## src/rtl/scfp_pkg.sv

```systemverilog
package scfp_pkg;

  localparam int BYTE_W     = 8;
  localparam int CFG_IDX_W  = 4;
  localparam int CFG_DATA_W = 8;
  localparam int EVENT_W    = 4;
  localparam int CMD_NUM    = 6;

  // configuration register indexes
  localparam logic [CFG_IDX_W-1:0] CFG_CONTROL_START = 4'd0;
  localparam logic [CFG_IDX_W-1:0] CFG_COMMAND_START = 4'd1;

  // reset values of the start bytes ('#' and '&')
  localparam logic [BYTE_W-1:0] CONTROL_START_RST = 8'd35;
  localparam logic [BYTE_W-1:0] COMMAND_START_RST = 8'd38;

  typedef enum logic [EVENT_W-1:0] {
    EV_SET       = 4'd0,
    EV_CK_ERR    = 4'd1,
    EV_DBG_ON    = 4'd2,
    EV_DBG_OFF   = 4'd3,
    EV_DEACT     = 4'd4,
    EV_STOP_LINK = 4'd5,
    EV_START     = 4'd6,
    EV_STOP      = 4'd7,
    EV_UNKNOWN   = 4'd8
  } event_t;

  typedef struct packed {
    logic [BYTE_W-1:0] a;
    logic [BYTE_W-1:0] b;
    logic [BYTE_W-1:0] c;
    event_t            ev;
  } cmd_entry_t;

  localparam cmd_entry_t CMD_TABLE [CMD_NUM] = '{
    '{a: 8'd38, b: 8'd79, c: 8'd123, ev: EV_DBG_ON},
    '{a: 8'd31, b: 8'd39, c: 8'd115, ev: EV_DBG_OFF},
    '{a: 8'd67, b: 8'd89, c: 8'd23,  ev: EV_DEACT},
    '{a: 8'd34, b: 8'd63, c: 8'd129, ev: EV_STOP_LINK},
    '{a: 8'd25, b: 8'd45, c: 8'd65,  ev: EV_START},
    '{a: 8'd13, b: 8'd26, c: 8'd39,  ev: EV_STOP}
  };

endpackage

```

## src/rtl/scfp_if.sv

```systemverilog
interface scfp_in_if;
  import scfp_pkg::*;

  logic              valid;
  logic              ready;
  logic [BYTE_W-1:0] rx_byte;

  modport source (output valid, output rx_byte, input ready);
  modport sink   (input valid, input rx_byte, output ready);
endinterface

interface scfp_out_if;
  import scfp_pkg::*;

  logic               valid;
  logic               ready;
  logic [EVENT_W-1:0] event_res;
  logic [BYTE_W-1:0]  speed;
  logic [BYTE_W-1:0]  steer;
  logic               debug_enabled;

  modport source (output valid, output event_res, output speed, output steer,
                  output debug_enabled, input ready);
  modport sink   (input valid, input event_res, input speed, input steer,
                  input debug_enabled, output ready);
endinterface

```

## src/rtl/scfp_cmd_decode.sv

```systemverilog
module scfp_cmd_decode (
  input  logic [scfp_pkg::BYTE_W-1:0] first_byte,
  input  logic [scfp_pkg::BYTE_W-1:0] second_byte,
  input  logic [scfp_pkg::BYTE_W-1:0] third_byte,
  output scfp_pkg::event_t            cmd_ev
);
  import scfp_pkg::*;

  // table entries are distinct; the lowest matching entry wins
  always_comb begin
    cmd_ev = EV_UNKNOWN;
    for (int i = CMD_NUM - 1; i >= 0; i--) begin
      if (CMD_TABLE[i].a == first_byte && CMD_TABLE[i].b == second_byte &&
          CMD_TABLE[i].c == third_byte) begin
        cmd_ev = CMD_TABLE[i].ev;
      end
    end
  end

endmodule

```

## src/rtl/serial_command_frame_parser.sv

```systemverilog
// Channel  | Dir | Payload                                   | Transaction when
// in_ch    | in  | rx_byte[7:0]                              | valid & ready
// out_ch   | out | event_res[3:0] speed[7:0] steer[7:0] dbg  | valid & ready
// cfg_*    | in  | cfg_index[3:0] cfg_data[7:0]              | cfg_wr_en
//
// One byte per cycle. A byte is parsed in the cycle it is taken; the frame's
// closing byte loads the result register, shown on out_ch the next cycle.
// Synchronous active-low reset: idle phase, debug on, start bytes '#'/'&'.
// in_ch.ready drops only while a result sits in the output register and
// out_ch.ready is low; a result taken that cycle lets the next byte in.
module serial_command_frame_parser (
  input  logic                            clk,
  input  logic                            rst_n,
  scfp_in_if.sink                         in_ch,
  scfp_out_if.source                      out_ch,
  input  logic                            cfg_wr_en,
  input  logic [scfp_pkg::CFG_IDX_W-1:0]  cfg_index,
  input  logic [scfp_pkg::CFG_DATA_W-1:0] cfg_data
);
  import scfp_pkg::*;

  // Frame phase: CTLn / CMDn wait for payload byte n of a control or
  // command frame.
  typedef enum logic [6:0] {
    PH_IDLE = 7'b0000001,
    PH_CTL1 = 7'b0000010,
    PH_CTL2 = 7'b0000100,
    PH_CTL3 = 7'b0001000,
    PH_CMD1 = 7'b0010000,
    PH_CMD2 = 7'b0100000,
    PH_CMD3 = 7'b1000000
  } phase_t;

  phase_t            phase_r, phase_nxt;
  logic [BYTE_W-1:0] ctl_start_r;
  logic [BYTE_W-1:0] cmd_start_r;
  logic [BYTE_W-1:0] held_first_r, held_first_nxt;
  logic [BYTE_W-1:0] held_second_r, held_second_nxt;
  logic              debug_r, debug_nxt;

  // output register
  logic              out_valid_r;
  event_t            out_ev_r, out_ev_nxt;
  logic [BYTE_W-1:0] out_speed_r, out_speed_nxt;
  logic [BYTE_W-1:0] out_steer_r, out_steer_nxt;
  logic              out_debug_r;

  logic              in_fire;
  logic              res_fire;
  logic [BYTE_W-1:0] rx;
  logic [BYTE_W-1:0] check_sum;
  event_t            cmd_ev;

  assign rx          = in_ch.rx_byte;
  assign in_ch.ready = !out_valid_r || out_ch.ready;
  assign in_fire     = in_ch.valid && in_ch.ready;

  // speed + 2*steer, mod 256
  assign check_sum = held_first_r + {held_second_r[BYTE_W-2:0], 1'b0};

  scfp_cmd_decode u_cmd_decode (
    .first_byte  (held_first_r),
    .second_byte (held_second_r),
    .third_byte  (rx),
    .cmd_ev      (cmd_ev)
  );

  always_comb begin
    phase_nxt       = phase_r;
    held_first_nxt  = held_first_r;
    held_second_nxt = held_second_r;
    debug_nxt       = debug_r;
    res_fire        = 1'b0;
    out_ev_nxt      = EV_SET;
    out_speed_nxt   = '0;
    out_steer_nxt   = '0;
    if (in_fire) begin
      case (phase_r)
        PH_IDLE: begin
          // control start wins when both start bytes match
          if (rx == ctl_start_r) begin
            phase_nxt = PH_CTL1;
          end else if (rx == cmd_start_r) begin
            phase_nxt = PH_CMD1;
          end else begin
            phase_nxt = PH_IDLE;
          end
        end
        PH_CTL1: begin
          held_first_nxt = rx;
          phase_nxt      = PH_CTL2;
        end
        PH_CMD1: begin
          held_first_nxt = rx;
          phase_nxt      = PH_CMD2;
        end
        PH_CTL2: begin
          held_second_nxt = rx;
          phase_nxt       = PH_CTL3;
        end
        PH_CMD2: begin
          held_second_nxt = rx;
          phase_nxt       = PH_CMD3;
        end
        PH_CTL3: begin
          phase_nxt = PH_IDLE;
          res_fire  = 1'b1;
          if (check_sum == rx) begin
            out_ev_nxt    = EV_SET;
            out_speed_nxt = held_first_r;
            out_steer_nxt = held_second_r;
          end else begin
            out_ev_nxt = EV_CK_ERR;
          end
        end
        PH_CMD3: begin
          phase_nxt  = PH_IDLE;
          res_fire   = 1'b1;
          out_ev_nxt = cmd_ev;
          if (cmd_ev == EV_DBG_ON) begin
            debug_nxt = 1'b1;
          end else if (cmd_ev == EV_DBG_OFF) begin
            debug_nxt = 1'b0;
          end
        end
        default: begin
          phase_nxt = PH_IDLE;
        end
      endcase
    end
  end

  always_ff @(posedge clk) begin
    if (!rst_n) begin
      phase_r     <= PH_IDLE;
      debug_r     <= 1'b1;
      ctl_start_r <= CONTROL_START_RST;
      cmd_start_r <= COMMAND_START_RST;
      out_valid_r <= 1'b0;
    end else begin
      phase_r <= phase_nxt;
      debug_r <= debug_nxt;
      if (cfg_wr_en) begin
        case (cfg_index)
          CFG_CONTROL_START: ctl_start_r <= cfg_data;
          CFG_COMMAND_START: cmd_start_r <= cfg_data;
          default: ;
        endcase
      end
      if (res_fire) begin
        out_valid_r <= 1'b1;
      end else if (out_ch.ready) begin
        out_valid_r <= 1'b0;
      end
    end
  end

  // held bytes and result payload: no reset needed
  always_ff @(posedge clk) begin
    held_first_r  <= held_first_nxt;
    held_second_r <= held_second_nxt;
    if (res_fire) begin
      out_ev_r    <= out_ev_nxt;
      out_speed_r <= out_speed_nxt;
      out_steer_r <= out_steer_nxt;
      out_debug_r <= debug_nxt;
    end
  end

  assign out_ch.valid         = out_valid_r;
  assign out_ch.event_res     = out_ev_r;
  assign out_ch.speed         = out_speed_r;
  assign out_ch.steer         = out_steer_r;
  assign out_ch.debug_enabled = out_debug_r;

  // closing byte of a frame always produces a result next cycle
  a_close_gives_result: assert property (@(posedge clk) disable iff (!rst_n)
    in_fire && (phase_r == PH_CTL3 || phase_r == PH_CMD3) |=> out_valid_r)
    else $error("closing byte did not produce a result");

  // a non-closing byte never produces a result
  a_no_spurious_result: assert property (@(posedge clk) disable iff (!rst_n)
    in_fire && !(phase_r == PH_CTL3 || phase_r == PH_CMD3) && out_ch.ready
    |=> !out_valid_r)
    else $error("result without a closing byte");

  // checksum failures carry no speed or steer
  a_ck_err_zero: assert property (@(posedge clk) disable iff (!rst_n)
    out_valid_r && out_ev_r == EV_CK_ERR |-> out_speed_r == '0 && out_steer_r == '0)
    else $error("checksum error result with nonzero speed or steer");

  // reported debug flag matches the live flag while a result is shown
  a_debug_tracks: assert property (@(posedge clk) disable iff (!rst_n)
    out_valid_r |-> out_debug_r == debug_r)
    else $error("reported debug flag differs from the kept flag");

endmodule
```

## src/flat_wrapper.sv

```systemverilog
// flat-port wrapper written by rule: the top's interface ports become plain ports
module serial_command_frame_parser_flat import scfp_pkg::*;
  (clk, rst_n, cfg_wr_en, cfg_index, cfg_data, in_ch_valid, in_ch_rx_byte, in_ch_ready, out_ch_valid, out_ch_event_res, out_ch_speed, out_ch_steer, out_ch_debug_enabled, out_ch_ready);
  scfp_in_if in_ch_i ();
  scfp_out_if out_ch_i ();
  input  logic clk;
  input  logic rst_n;
  input  logic cfg_wr_en;
  input  logic [scfp_pkg::CFG_IDX_W-1:0] cfg_index;
  input  logic [scfp_pkg::CFG_DATA_W-1:0] cfg_data;
  input wire logic [$bits(in_ch_i.valid)-1:0] in_ch_valid;
  input wire logic [$bits(in_ch_i.rx_byte)-1:0] in_ch_rx_byte;
  output wire logic [$bits(in_ch_i.ready)-1:0] in_ch_ready;
  output wire logic [$bits(out_ch_i.valid)-1:0] out_ch_valid;
  output wire logic [$bits(out_ch_i.event_res)-1:0] out_ch_event_res;
  output wire logic [$bits(out_ch_i.speed)-1:0] out_ch_speed;
  output wire logic [$bits(out_ch_i.steer)-1:0] out_ch_steer;
  output wire logic [$bits(out_ch_i.debug_enabled)-1:0] out_ch_debug_enabled;
  input wire logic [$bits(out_ch_i.ready)-1:0] out_ch_ready;
  assign in_ch_i.valid = in_ch_valid;
  assign in_ch_i.rx_byte = in_ch_rx_byte;
  assign in_ch_ready = in_ch_i.ready;
  assign out_ch_valid = out_ch_i.valid;
  assign out_ch_event_res = out_ch_i.event_res;
  assign out_ch_speed = out_ch_i.speed;
  assign out_ch_steer = out_ch_i.steer;
  assign out_ch_debug_enabled = out_ch_i.debug_enabled;
  assign out_ch_i.ready = out_ch_ready;
  serial_command_frame_parser u_core (.clk(clk), .rst_n(rst_n), .in_ch(in_ch_i), .out_ch(out_ch_i), .cfg_wr_en(cfg_wr_en), .cfg_index(cfg_index), .cfg_data(cfg_data));
endmodule
```

## config.mk

```make
export PLATFORM = sky130hd
export DESIGN_NAME = serial_command_frame_parser_flat
export DESIGN_NICKNAME = d
export VERILOG_FILES = /design/src/rtl/scfp_pkg.sv /design/src/rtl/scfp_if.sv /design/src/rtl/scfp_cmd_decode.sv /design/src/rtl/serial_command_frame_parser.sv /design/src/flat_wrapper.sv
export SDC_FILE = /design/constraint.sdc
export NUM_CORES = 1
export LEC_CHECK = 0
export ABC_AREA = 1
export BUFFER_PORTS_ARGS = -buffer_cell sky130_fd_sc_hd__buf_2
export CORE_ASPECT_RATIO = 0.5
export CORE_MARGIN = 10
export CORE_UTILIZATION = 52
export CTS_CLUSTER_SIZE = 28
export DETAILED_ROUTE_END_ITERATION = 10
export PLACE_DENSITY_LB_ADDON = 0.3
export SYNTH_ARGS = -nofsm -noshare
export SYNTH_HDL_FRONTEND = slang
export SYNTH_SLANG_ARGS = --single-unit
```

## constraint.sdc

```tcl
create_clock -name clk -period 2.93 [get_ports clk]
set_input_delay 0.1465 -clock clk [delete_from_list [all_inputs] [get_ports clk]]
set_output_delay 0.1465 -clock clk [all_outputs]
set_load 0.01 [all_outputs]
```

==> results of run 1 <==
[area by class of cell]
cell class,instances,area share
Clock buffer,14,0.07213
Tap cell,88,0.02772
Sequential cell,62,0.4057
Timing Repair Buffer,48,0.06110
Clock inverter,2,0.002835
Inverter,63,0.05953
Multi-Input combinational cell,293,0.3710
[layer usage]
layer,GRT usage,wire [um],vias to the layer above
met3,0.05657,809,18
met1,0.2192,3875,1341
li1,-,-,1494
met5,0,0,-
met4,0.06803,169,0
met2,0.2293,3447,157
[synthesized netlist by cell type, types with 6 or more instances]
master	n	area share
a21oi_1	20	0.030
dfxtp_1	25	0.15
edfxtp_1	37	0.33
ha_1	6	0.022
inv_1	61	0.068
nand2_1	104	0.12
nand3_1	40	0.060
nand4_1	15	0.028
nor2_1	43	0.048
nor2_2	10	0.019
nor3_1	12	0.018
o21ai_0	15	0.022
xnor2_1	6	0.016
xor2_1	6	0.016
[sequential cells by signal, summed over array words and instances, names as in the netlist, 4 cells and up]
register                 cells
u_core.ctl_start_r           8
u_core.out_ch.event_res      4
u_core.phase_r               7
u_core.out_ch.speed          8
u_core.held_first_r          8
u_core.held_second_r         8
u_core.out_ch.steer          8
u_core.cmd_start_r           8
[cell usage in the layout, fill, tap and decap left out, types with 2 or more instances in the layout]
master     Yosys  layout
a21oi_1       20      20
buf_2          2      47
clkbuf_1       3       3
clkbuf_16      0      11
dfxtp_1       25      25
edfxtp_1      37      37
ha_1           6       6
inv_1         61      61
inv_2          2       2
nand2_1      104     104
nand3_1       40      40
nand3b_1       2       2
nand4_1       15      15
nor2_1        43      43
nor2_2        10      10
nor2_4         2       2
nor3_1        12      12
o21ai_0       15      14
or2_2          4       4
xnor2_1        6       6
xor2_1         6       6
[report_power, final]
group / internal (uW) / switching [uW]
registers: 923 / 2.78
logic: 31.8 / 62.2
clock network: 674 / 372
[metrics by stage]
stage / util / std cells / hold WS (ns) / instance area, sq um
6_report: 0.6453 / 570 / 0.03613 / 3973
5_1_grt: 0.6453 / 570 / 0.06070 / 3973
4_1_cts: 0.6453 / 570 / 0.03718 / 3973
3_5_place_dp: 0.5970 / 554 / 0.3807 / 3675
3_3_place_gp: 0.5970 / 554 / 0.3702 / 3675
2_1_floorplan: - / 425 / 0.2454 / 3356
[worst register-to-register path: stages, from the launching register on]
cell and delay [ns]:
edfxtp_1 0.44, ha_1 0.27, inv_1 0.09, fa_1 0.41
inv_1 0.09, nand2_1 0.06, nand2_1 0.07, nand3_1 0.07
nor2_1 0.11, nand2_1 0.09, nor2_4 0.14, nand4_4 0.27
nor2_1 0.19
[how the worst max path moves through the flow]
stage / start / endpoint / slack, ns / cells past startpoint
2_1_floorplan: u_core.phase_r[5]$_SDFFE_PN0P_ / u_core.out_ch.debug_enabled$_DFFE_PP_ / 0.21 / 5
3_3_place_gp: u_core.held_second_r[0]$_DFFE_PP_ / u_core.out_ch.steer[7]$_SDFFCE_PN0P_ / 0.64 / 12
3_5_place_dp: u_core.held_second_r[0]$_DFFE_PP_ / u_core.out_ch.speed[1]$_SDFFCE_PN0P_ / 0.55 / 12
4_1_cts: u_core.held_second_r[0]$_DFFE_PP_ / u_core.out_ch.speed[7]$_SDFFCE_PN0P_ / 0.46 / 12
5_1_grt: u_core.held_second_r[0]$_DFFE_PP_ / u_core.out_ch.speed[1]$_SDFFCE_PN0P_ / 0.20 / 12
6_report: u_core.held_second_r[0]$_DFFE_PP_ / u_core.out_ch.speed[7]$_SDFFCE_PN0P_ / 0.48 / 12
[cell families after synthesis]
kind of cell / count (synthesis) / share of synthesized area
adders and majority gates: 7 / 0.02834
AOI/OAI and AO/OA: 37 / 0.05630
DFF: 62 / 0.4802
and+or+nand+nor: 237 / 0.3221
xor gates and xnor gates: 12 / 0.03132
buffers and inverters: 70 / 0.08165
==> metrics, run 1 <==
Crit Reg-Reg Startpoint u_core.held_second_r[0]$_DFFE_PP_; CP max stage cell edfxtp_1; first-pass GRT wire length approximately 14000 um; EDFF count, synth 37; buffers plus inverters on the worst setup path 2; max-slew violations 0; Antenna Nets Post-Route 0; Worst Hold End u_core.ctl_start_r[0]$_SDFFE_PN1P_; register area approximately 1600 sq um; final setup margin about 0.48 ns; r2r worst-path depth 12; RSZ-0062 raised after global routing no; NumNets Final 509; # DRC 0; grt total ovfl 0; Place WS ~0.55 ns; GR Util All Layers 0.1625; Starting Density 0.5451; Worst Setup End Kind flip-flop; final hold violation count 0; Final Skew 0.008653 ns; Synth Flop Type edfxtp_1; worst-path cell chain ha_1 -> inv_1 -> fa_1 -> inv_1 -> nand2_1 -> nand2_1 -> nand3_1 -> nor2_1 -> nand2_1 -> nor2_4 -> nand4_4 -> nor2_1; mean cell area of the mapped netlist 7.896 sq um; Via density about 5.3; hold path startpoint cfg_data[0]; Setup TNS 0 ns; pwr dens between 500 and 600 nW/um^2; CP Data Required Time 3.11 ns; Largest stage delay, worst path around 0.44 ns; hold buffers post-CTS 0; Max rail drop VDD between 0.0002 and 0.0003 V; Hold/Removal Path Class in -> reg; die width roughly 130 um; clk slew on worst S/H paths approximately 0.050 ns; crit path kind reg -> reg; Post-CTS Repair Setup Buffers 0; Final Critical Period ~2.4 ns; hold depth 3; Core ar. 6156 sq um; root buffer cell clkbuf_16; post-CTS sizing 0; mean routed wirelength per cell 14.56 um; leakage power approximately 0.0019 uW; Synth Warn # 0; DRT iter0 DRCs 255; final total power between 2000 and 2500 uW; Least-Margin Pin Slew 1.027 ns; initial antenna violation count 0; Finish-stage setup viols 0; worst path arrival time around 2.6 ns; clk_lat worst skew 0.34 ns; Worst R2R Setup Slack about 0.48 ns; I/O Pins 48; synthesized area about 3400 sq um; fraction of final layout cells sized beyond drive strength 1 0.1701; htree depth 3; async set-reset flop share out of synthesis 0; outcome complete, no violations; CTS tree built; fillers ~560; crit start category flip-flop; Worst R2R End u_core.out_ch.speed[7]$_SDFFCE_PN0P_; drt pass-1 iters 6; MaxCap Viol Count 0; antenna fix cells 0; Max Clk Rate around 410 MHz; largest net degree at the start of global routing 23; crit share post-route 0.8348; Cells after Synth 425; die height 76.81 um; vias in the first global route about 2800; I/O Buffers 47; most frequent CP cell nand2_1; hpwl dp around 6300 um; Slew headroom 0.3154; GPL Wtd Cong 0.9489; Clock Path Buffers 2; Die ar. between 10000 and 15000 sq um; Area growth syn-to-layout 18.38%; clk sink count 62; # rows 20; area of the multi-input gates 1474 sq um; DRT Wirelength around 8300 um; Seq cells post-synth between 60 and 70; Synth cell types 30; maximum fanout along the worst path 16; cts bufs inserted 9; CP delay by family, top simple AND/OR/NAND/NOR gates; syn_nets 457; register area share after synthesis 0.4802; Via Count 3010
No activity file was read; power rests on OpenSTA's default activity.
==> run 2, diff against run 1 <==
--- a/config.mk
+++ b/config.mk
@@ -5,11 +5,11 @@
 export SDC_FILE = /design/constraint.sdc
 export NUM_CORES = 1
 export LEC_CHECK = 0
-export ABC_AREA = 1
+export ABC_AREA = 0
 export BUFFER_PORTS_ARGS = -buffer_cell sky130_fd_sc_hd__buf_2
 export CORE_ASPECT_RATIO = 0.5
 export CORE_MARGIN = 10
-export CORE_UTILIZATION = 52
+export CORE_UTILIZATION = 51
 export CTS_CLUSTER_SIZE = 28
 export DETAILED_ROUTE_END_ITERATION = 10
 export PLACE_DENSITY_LB_ADDON = 0.3
==> constraint.sdc (replaced) <==
create_clock -name clk -period 2.1 [get_ports clk]
set_input_delay 0.105 -clock clk [delete_from_list [all_inputs] [get_ports clk]]
set_output_delay 0.105 -clock clk [all_outputs]
set_load 0.01 [all_outputs]
==> run 2 against run 1 <==
Net effect: the flow now finishes with violations (negative setup slack); combinational power grew 71%; largest cell class unchanged; sequential share of layout area shrank 3.4 points; clock power grew 34%; hold slack lost 0.031 ns; critical endpoint is now u_core.out_ch.steer[0]$_SDFFCE_PN0P_; die area shrank 1.4%.
==> metrics, run 2 <==
# rows 20; antenna fix cells 0; DRT Wirelength 7891 um; root buffer cell clkbuf_16; async set-reset flop share out of synthesis 0; htree depth 3; crit path kind reg -> reg; cts bufs inserted 9; Area growth syn-to-layout 34.11%; Clock Path Buffers 2; Via density 5.344; mean cell area of the mapped netlist ~11 sq um; worst path arrival time approximately 2.7 ns; Core ar. roughly 6100 sq um; mean routed wirelength per cell around 16 um; commonest non-fill, non-tap cell in the layout buf_2; area of the multi-input gates between 1500 and 2000 sq um; fraction of final layout cells sized beyond drive strength 1 0.3491; Max rail drop VDD about 0.00042 V; CP delay by family, top simple AND/OR/NAND/NOR gates; crit share post-route 1.184; DP Cell Count around 460; CTS tree built; Die ar. 10110 sq um; Synth cell types between 50 and 60; synth top area cells edfxtp_1 34%, dfxtp_1 15%, xnor2_1 6.8%, mux2i_1 5.3%, and2_1 3.1%; Synth Warn # 0; clk slew on worst S/H paths approximately 0.050 ns; die width 132.6 um; Final Cell Area 4334 sq um; Finished Layout Cells 489; fillers approximately 430; grt total ovfl 0; clk_lat worst skew between 0.3 and 0.4 ns; die height approximately 76 um; GR Util All Layers 0.1527; Max Clk Rate 402.2 MHz; CP max stage cell or4b_4; r2r worst-path depth 9; RSZ-0062 raised after global routing yes; I/O Pins 48; Least-Margin Pin Slew 0.4996 ns; maximum fanout along the worst path 14; max-slew violations 0; Synth top cells by count 37 x edfxtp_1, 26 x nor2_1, 25 x dfxtp_1, 25 x xnor2_1, 22 x nand2_1; Via Count ~2600; NumNets Final 428; failing checks negative setup slack; final setup margin -0.3861 ns; Synth Flop Type edfxtp_1; EDFF count, synth 37; worst-path cell chain ha_2 -> inv_2 -> fa_2 -> xor2_1 -> nand4_1 -> or4b_4 -> nor3_4 -> buf_12 -> and2_1; initial antenna violation count 0; commonest non-fill, non-tap cells in the layout 47 x buf_2, 46 x buf_4, 37 x edfxtp_1; CP Data Required Time 2.30 ns; # DRC 0; final hold violation count 0; Cells after Synth about 300; Starting Density 0.5293; leakage power approximately 0.0017 uW; hold depth 3; vias in the first global route about 2600; top-count cell post-synth edfxtp_1; crit start category flip-flop; cell taking the most area after synthesis edfxtp_1; Antenna Nets Post-Route 0; largest net degree at the start of global routing 18; hpwl dp between 5000 and 6000 um; DRT iter0 DRCs 179; register area share after synthesis 0.4986; drt pass-1 iters 4; MaxCap Viol Count 0; register area around 1600 sq um; buffers plus inverters on the worst setup path 2; top-area cell type share of the netlist area 0.3438; GPL Wtd Cong 0.9862; outcome finished, violations left; Final Skew around 0.0062 ns; DP Area about 3900 sq um; synthesized area roughly 3200 sq um; Worst Setup End Kind flip-flop; Largest stage delay, worst path 0.53 ns; CP Depth 9; pwr dens around 660 nW/um^2; I/O Buffers 47; Final Critical Period around 2.5 ns; clk sink count between 60 and 70; Finish-stage setup viols 18; first-pass GRT wire length between 10000 and 15000 um; Seq cells post-synth 62; syn_nets 329; Slew headroom 0.6648; Hold/Removal Path Class in -> reg
==> run 2: cell types whose count changed after synthesis, sizes merged, moves of 6 or more <==
cell   change
nand3     -35
nand2     -82
mux2i     +17
a21oi     -12
buf        +6
nor4       +7
inv       -58
o21ai      -9
nor2      -29
xnor2     +19
nand4      -9
and2      +16
==> run 2: logic make-up (layout without fill, tap and decap cells) <==
kind of cell / Yosys count / after routing / share of synthesized area
xor+xnor: 29 / 29 / 0.07859
flops: 62 / 62 / 0.4986
mux: 17 / 17 / 0.05265
simple gates: 132 / 132 / 0.2474
compound gates: 29 / 29 / 0.06001
buf+inv: 21 / 125 / 0.03329
fa+ha+maj: 7 / 7 / 0.02942
==> run 2: power by group <==
group,switching (uW),internal [uW],total [uW]
Sequential,3.61,1290,1290
Clock,510,901,1410
Combinational,86.8,74.0,161
Total,600,2260,2860
==> run 2: worst paths after layout <==
kind,from,endpoint,slack [ns]
setup reg to reg,u_core.held_second_r[0]$_DFFE_PP_,u_core.out_ch.steer[0]$_SDFFCE_PN0P_,-0.39
hold reg to reg,u_core.cmd_start_r[2]$_SDFFE_PN1P_,u_core.cmd_start_r[2]$_SDFFE_PN1P_,0.51
hold / removal,cfg_data[0],u_core.ctl_start_r[0]$_SDFFE_PN1P_,0.006
setup / recovery,u_core.held_second_r[0]$_DFFE_PP_,u_core.out_ch.steer[0]$_SDFFCE_PN0P_,-0.39
==> run 2: stage by stage <==
stage / hold slack [ns] / total power (uW) / worst slack, ns / util / setup TNS [ns]
2_1_floorplan: 0.2039 / 1406 / -0.4076 / - / -9.422
5_1_grt: 0.02216 / 2936 / -0.5029 / 0.7098 / -8.459
4_1_cts: 0.003957 / 2878 / -0.3524 / 0.6975 / -5.604
3_3_place_gp: 0.3309 / 1462 / -0.3896 / 0.6326 / -6.463
6_report: 0.005536 / 2862 / -0.3861 / 0.7098 / -6.185
3_5_place_dp: 0.3412 / 1467 / -0.5031 / 0.6326 / -8.094
==> run 2: worst register-to-register path, delay by kind of cell, from the launching register on <==
family        cells  cell delay, ns
buf+inv           2            0.21
fa+ha+maj         2            0.64
xor+xnor          1            0.17
flops             1            0.40
simple gates      4            0.94
==> run 2: repair_timing <==
action	CTS	global route
hold endpoints to repair	3	0
pin swaps	10	3
setup buffers	4	5
hold buffers	2	0
endpoints found under the setup margin	20	43
resized for setup	12	10
==> run 2: area by class of cell <==
type,instances,area share
Clock buffer,10,0.05283
Clock inverter,6,0.01212
Inverter,6,0.005196
Multi-Input combinational cell,214,0.3692
Sequential cell,62,0.3718
Tap cell,88,0.02540
Timing Repair Buffer,103,0.1634
==> run 2: per-layer routing <==
layer | GRT usage | vias up | share of wire
li1 | - | 1284 | -
met1 | 0.1840 | 1225 | 0.45
met2 | 0.2331 | 87 | 0.45
met3 | 0.06776 | 17 | 0.078
met4 | 0.06332 | 0 | 0.022
met5 | 0 | - | 0
==> run 3, diff against run 2 <==
--- a/config.mk
+++ b/config.mk
@@ -10,6 +10,7 @@
 export CORE_ASPECT_RATIO = 0.5
 export CORE_MARGIN = 10
 export CORE_UTILIZATION = 51
+export CTS_BUF_LIST = sky130_fd_sc_hd__clkbuf_16
 export CTS_CLUSTER_SIZE = 28
 export DETAILED_ROUTE_END_ITERATION = 10
 export PLACE_DENSITY_LB_ADDON = 0.3
==> run 3 against run 2 <==
Net effect: the run still ends with negative setup slack left; first-iteration DRC count is 0.56% lower; sequential power barely moved; combinational power about the same; global-route usage unchanged; clock-buffer cell count fell by 1; die area stayed put; largest cell class unchanged; critical path type unchanged; critical endpoint unchanged; flip-flop and latch count unchanged; final cell count did not move; clock skew is 0.00070 ns higher; routed wire length up 0.37%; hold slack about the same; final area is the same.
==> metrics, run 3 (synthesized netlist as in run 2, its figures left out) <==
outcome finished, violations left; failing checks negative setup slack; Comb power frac 0.056; drt pass-1 iters 4; Final Critical Period between 2 and 2.5 ns; Finished Layout Cells ~490; final setup margin -0.3853 ns; DP Cell Count around 460; fraction of final layout cells sized beyond drive strength 1 0.3491; Starting Density 0.5293; Worst R2R Setup Slack -0.39 ns; Via Count around 2600; Area growth syn-to-layout 34.11%; Crit Reg-Reg Startpoint u_core.held_second_r[0]$_DFFE_PP_; Worst Setup End Kind flip-flop; clk_lat worst skew roughly 0.34 ns; crit path kind reg -> reg; vias in the first global route 2646; GPL Wtd Cong 0.9862; Final Cell Area ~4300 sq um; Power Internal between 2000 and 2500 uW; final hold violation count 0; largest net degree at the start of global routing 18; pwr dens 659.7 nW/um^2; final total power between 2000 and 3000 uW; Worst R2R End u_core.out_ch.steer[0]$_SDFFCE_PN0P_; cts bufs inserted 9; DRT Wirelength approximately 8000 um; MaxCap Viol Count 0; crit share post-route 1.183; root buffer cell clkbuf_16; NumNets Final approximately 430; Largest stage delay, worst path ~0.53 ns; Antenna Nets Post-Route 0; area of the multi-input gates between 1500 and 2000 sq um; CP Data Required Time roughly 2.3 ns; max-slew violations 0; register area between 1500 and 2000 sq um; leakage power about 0.0017 uW; worst path arrival time about 2.7 ns; initial antenna violation count 0; WHS about 0.0051 ns; hpwl dp 5895 um; Final Skew ~0.007 ns; Die ar. approximately 10000 sq um; Slew headroom 0.6697; antenna fix cells 0; CP max stage cell or4b_4; Setup TNS -6.177 ns; worst-path cell chain ha_2 -> inv_2 -> fa_2 -> xor2_1 -> nand4_1 -> or4b_4 -> nor3_4 -> buf_12 -> and2_1; Core ar. between 6000 and 7000 sq um; crit path from u_core.held_second_r[0]$_DFFE_PP_; die width about 130 um; maximum fanout along the worst path 14; GR Util All Layers 0.1527; mean routed wirelength per cell 16.20 um; commonest non-fill, non-tap cells in the layout 47 x buf_2, 46 x buf_4, 37 x edfxtp_1; Least-Margin Pin Slew slightly below 0.5 ns; Clock power frac 0.492; grt total ovfl 0; htree depth 3; Via density 5.374; DRT iter0 DRCs 178; first-pass GRT wire length ~13000 um; Seq pwr share 0.451; commonest non-fill, non-tap cell in the layout buf_2; DP Area roughly 3900 sq um; crit start category flip-flop; CTS tree built; r2r worst-path depth 9; # rows 20; I/O Buffers 47; fillers roughly 430; clk slew on worst S/H paths roughly 0.050 ns; Max Clk Rate around 400 MHz; clk sink count just over 60; die height ~76 um; I/O Pins between 40 and 50; Switching Share 0.2107; crit path capture u_core.out_ch.steer[0]$_SDFFCE_PN0P_; Clock Path Buffers 2; Hold/Removal Path Class in -> reg; Max rail drop VDD roughly 0.00042 V; # DRC 0; Finish-stage setup viols 18; RSZ-0062 raised after global routing yes; Sw Pwr 602.4 uW
==> run 3: final cells by class <==
type                            instances  share of cell area
Clock buffer                            9             0.05196
Sequential cell                        62              0.3718
Inverter                                6            0.005196
Timing Repair Buffer                  103              0.1634
Multi-Input combinational cell        214              0.3692
Tap cell                               88             0.02540
Clock inverter                          7             0.01299
==> run 3: critical path, delay by kind of cell, from the launching register on <==
family	cells	cell delay (ns)
buf+inv	2	0.21
simple gates	4	0.94
flops	1	0.40
fa+ha+maj	2	0.64
xor+xnor	1	0.17
==> run 3: power groups by stage <==
stage               clock [uW]  combinational, uW  sequential, uW
floorplan                    0               92.8            1310
global placement             0                148            1310
detailed placement           0                153            1310
CTS                       1420                159            1290
global route              1470                176            1290
finish                    1410                161            1290
==> run 3: worst min-delay path by stage <==
stage,start,to,slack [ns],cells after the start
final,cfg_data[0],u_core.ctl_start_r[0]$_SDFFE_PN1P_,0.005,3
after floorplan,in_ch_rx_byte[0],u_core.held_first_r[0]$_DFFE_PP_,0.20,0
after CTS,cfg_data[0],u_core.ctl_start_r[0]$_SDFFE_PN1P_,0.004,3
after global placement,cfg_data[5],u_core.cmd_start_r[5]$_SDFFE_PN1P_,0.33,3
after detailed placement,cfg_data[1],u_core.ctl_start_r[1]$_SDFFE_PN1P_,0.34,3
after global routing,cfg_data[0],u_core.ctl_start_r[0]$_SDFFE_PN1P_,0.02,3
==> run 3: repair_timing <==
item / 4_1_cts / 5_1_grt
endpoints found under the setup margin: 20 / 43
pin swaps: 10 / 3
buffers inserted: 4 / 5
resized for setup: 12 / 10
hold buffers: 2 / 0
endpoints found under the hold margin: 3 / 0
==> run 3: layer usage <==
metal	vias up	GRT usage	wire (um)
met4	0	0.06332	180
li1	1284	-	-
met5	-	0	0
met2	100	0.2331	3554
met3	17	0.06776	667
met1	1227	0.1840	3516
==> run 3: per-stage QoR <==
step,setup WS (ns),util
after floorplan,-0.4076,-
after detailed placement,-0.5031,0.6326
final,-0.3853,0.7098
after global placement,-0.3896,0.6326
after CTS,-0.3526,0.6975
after global routing,-0.5032,0.7098
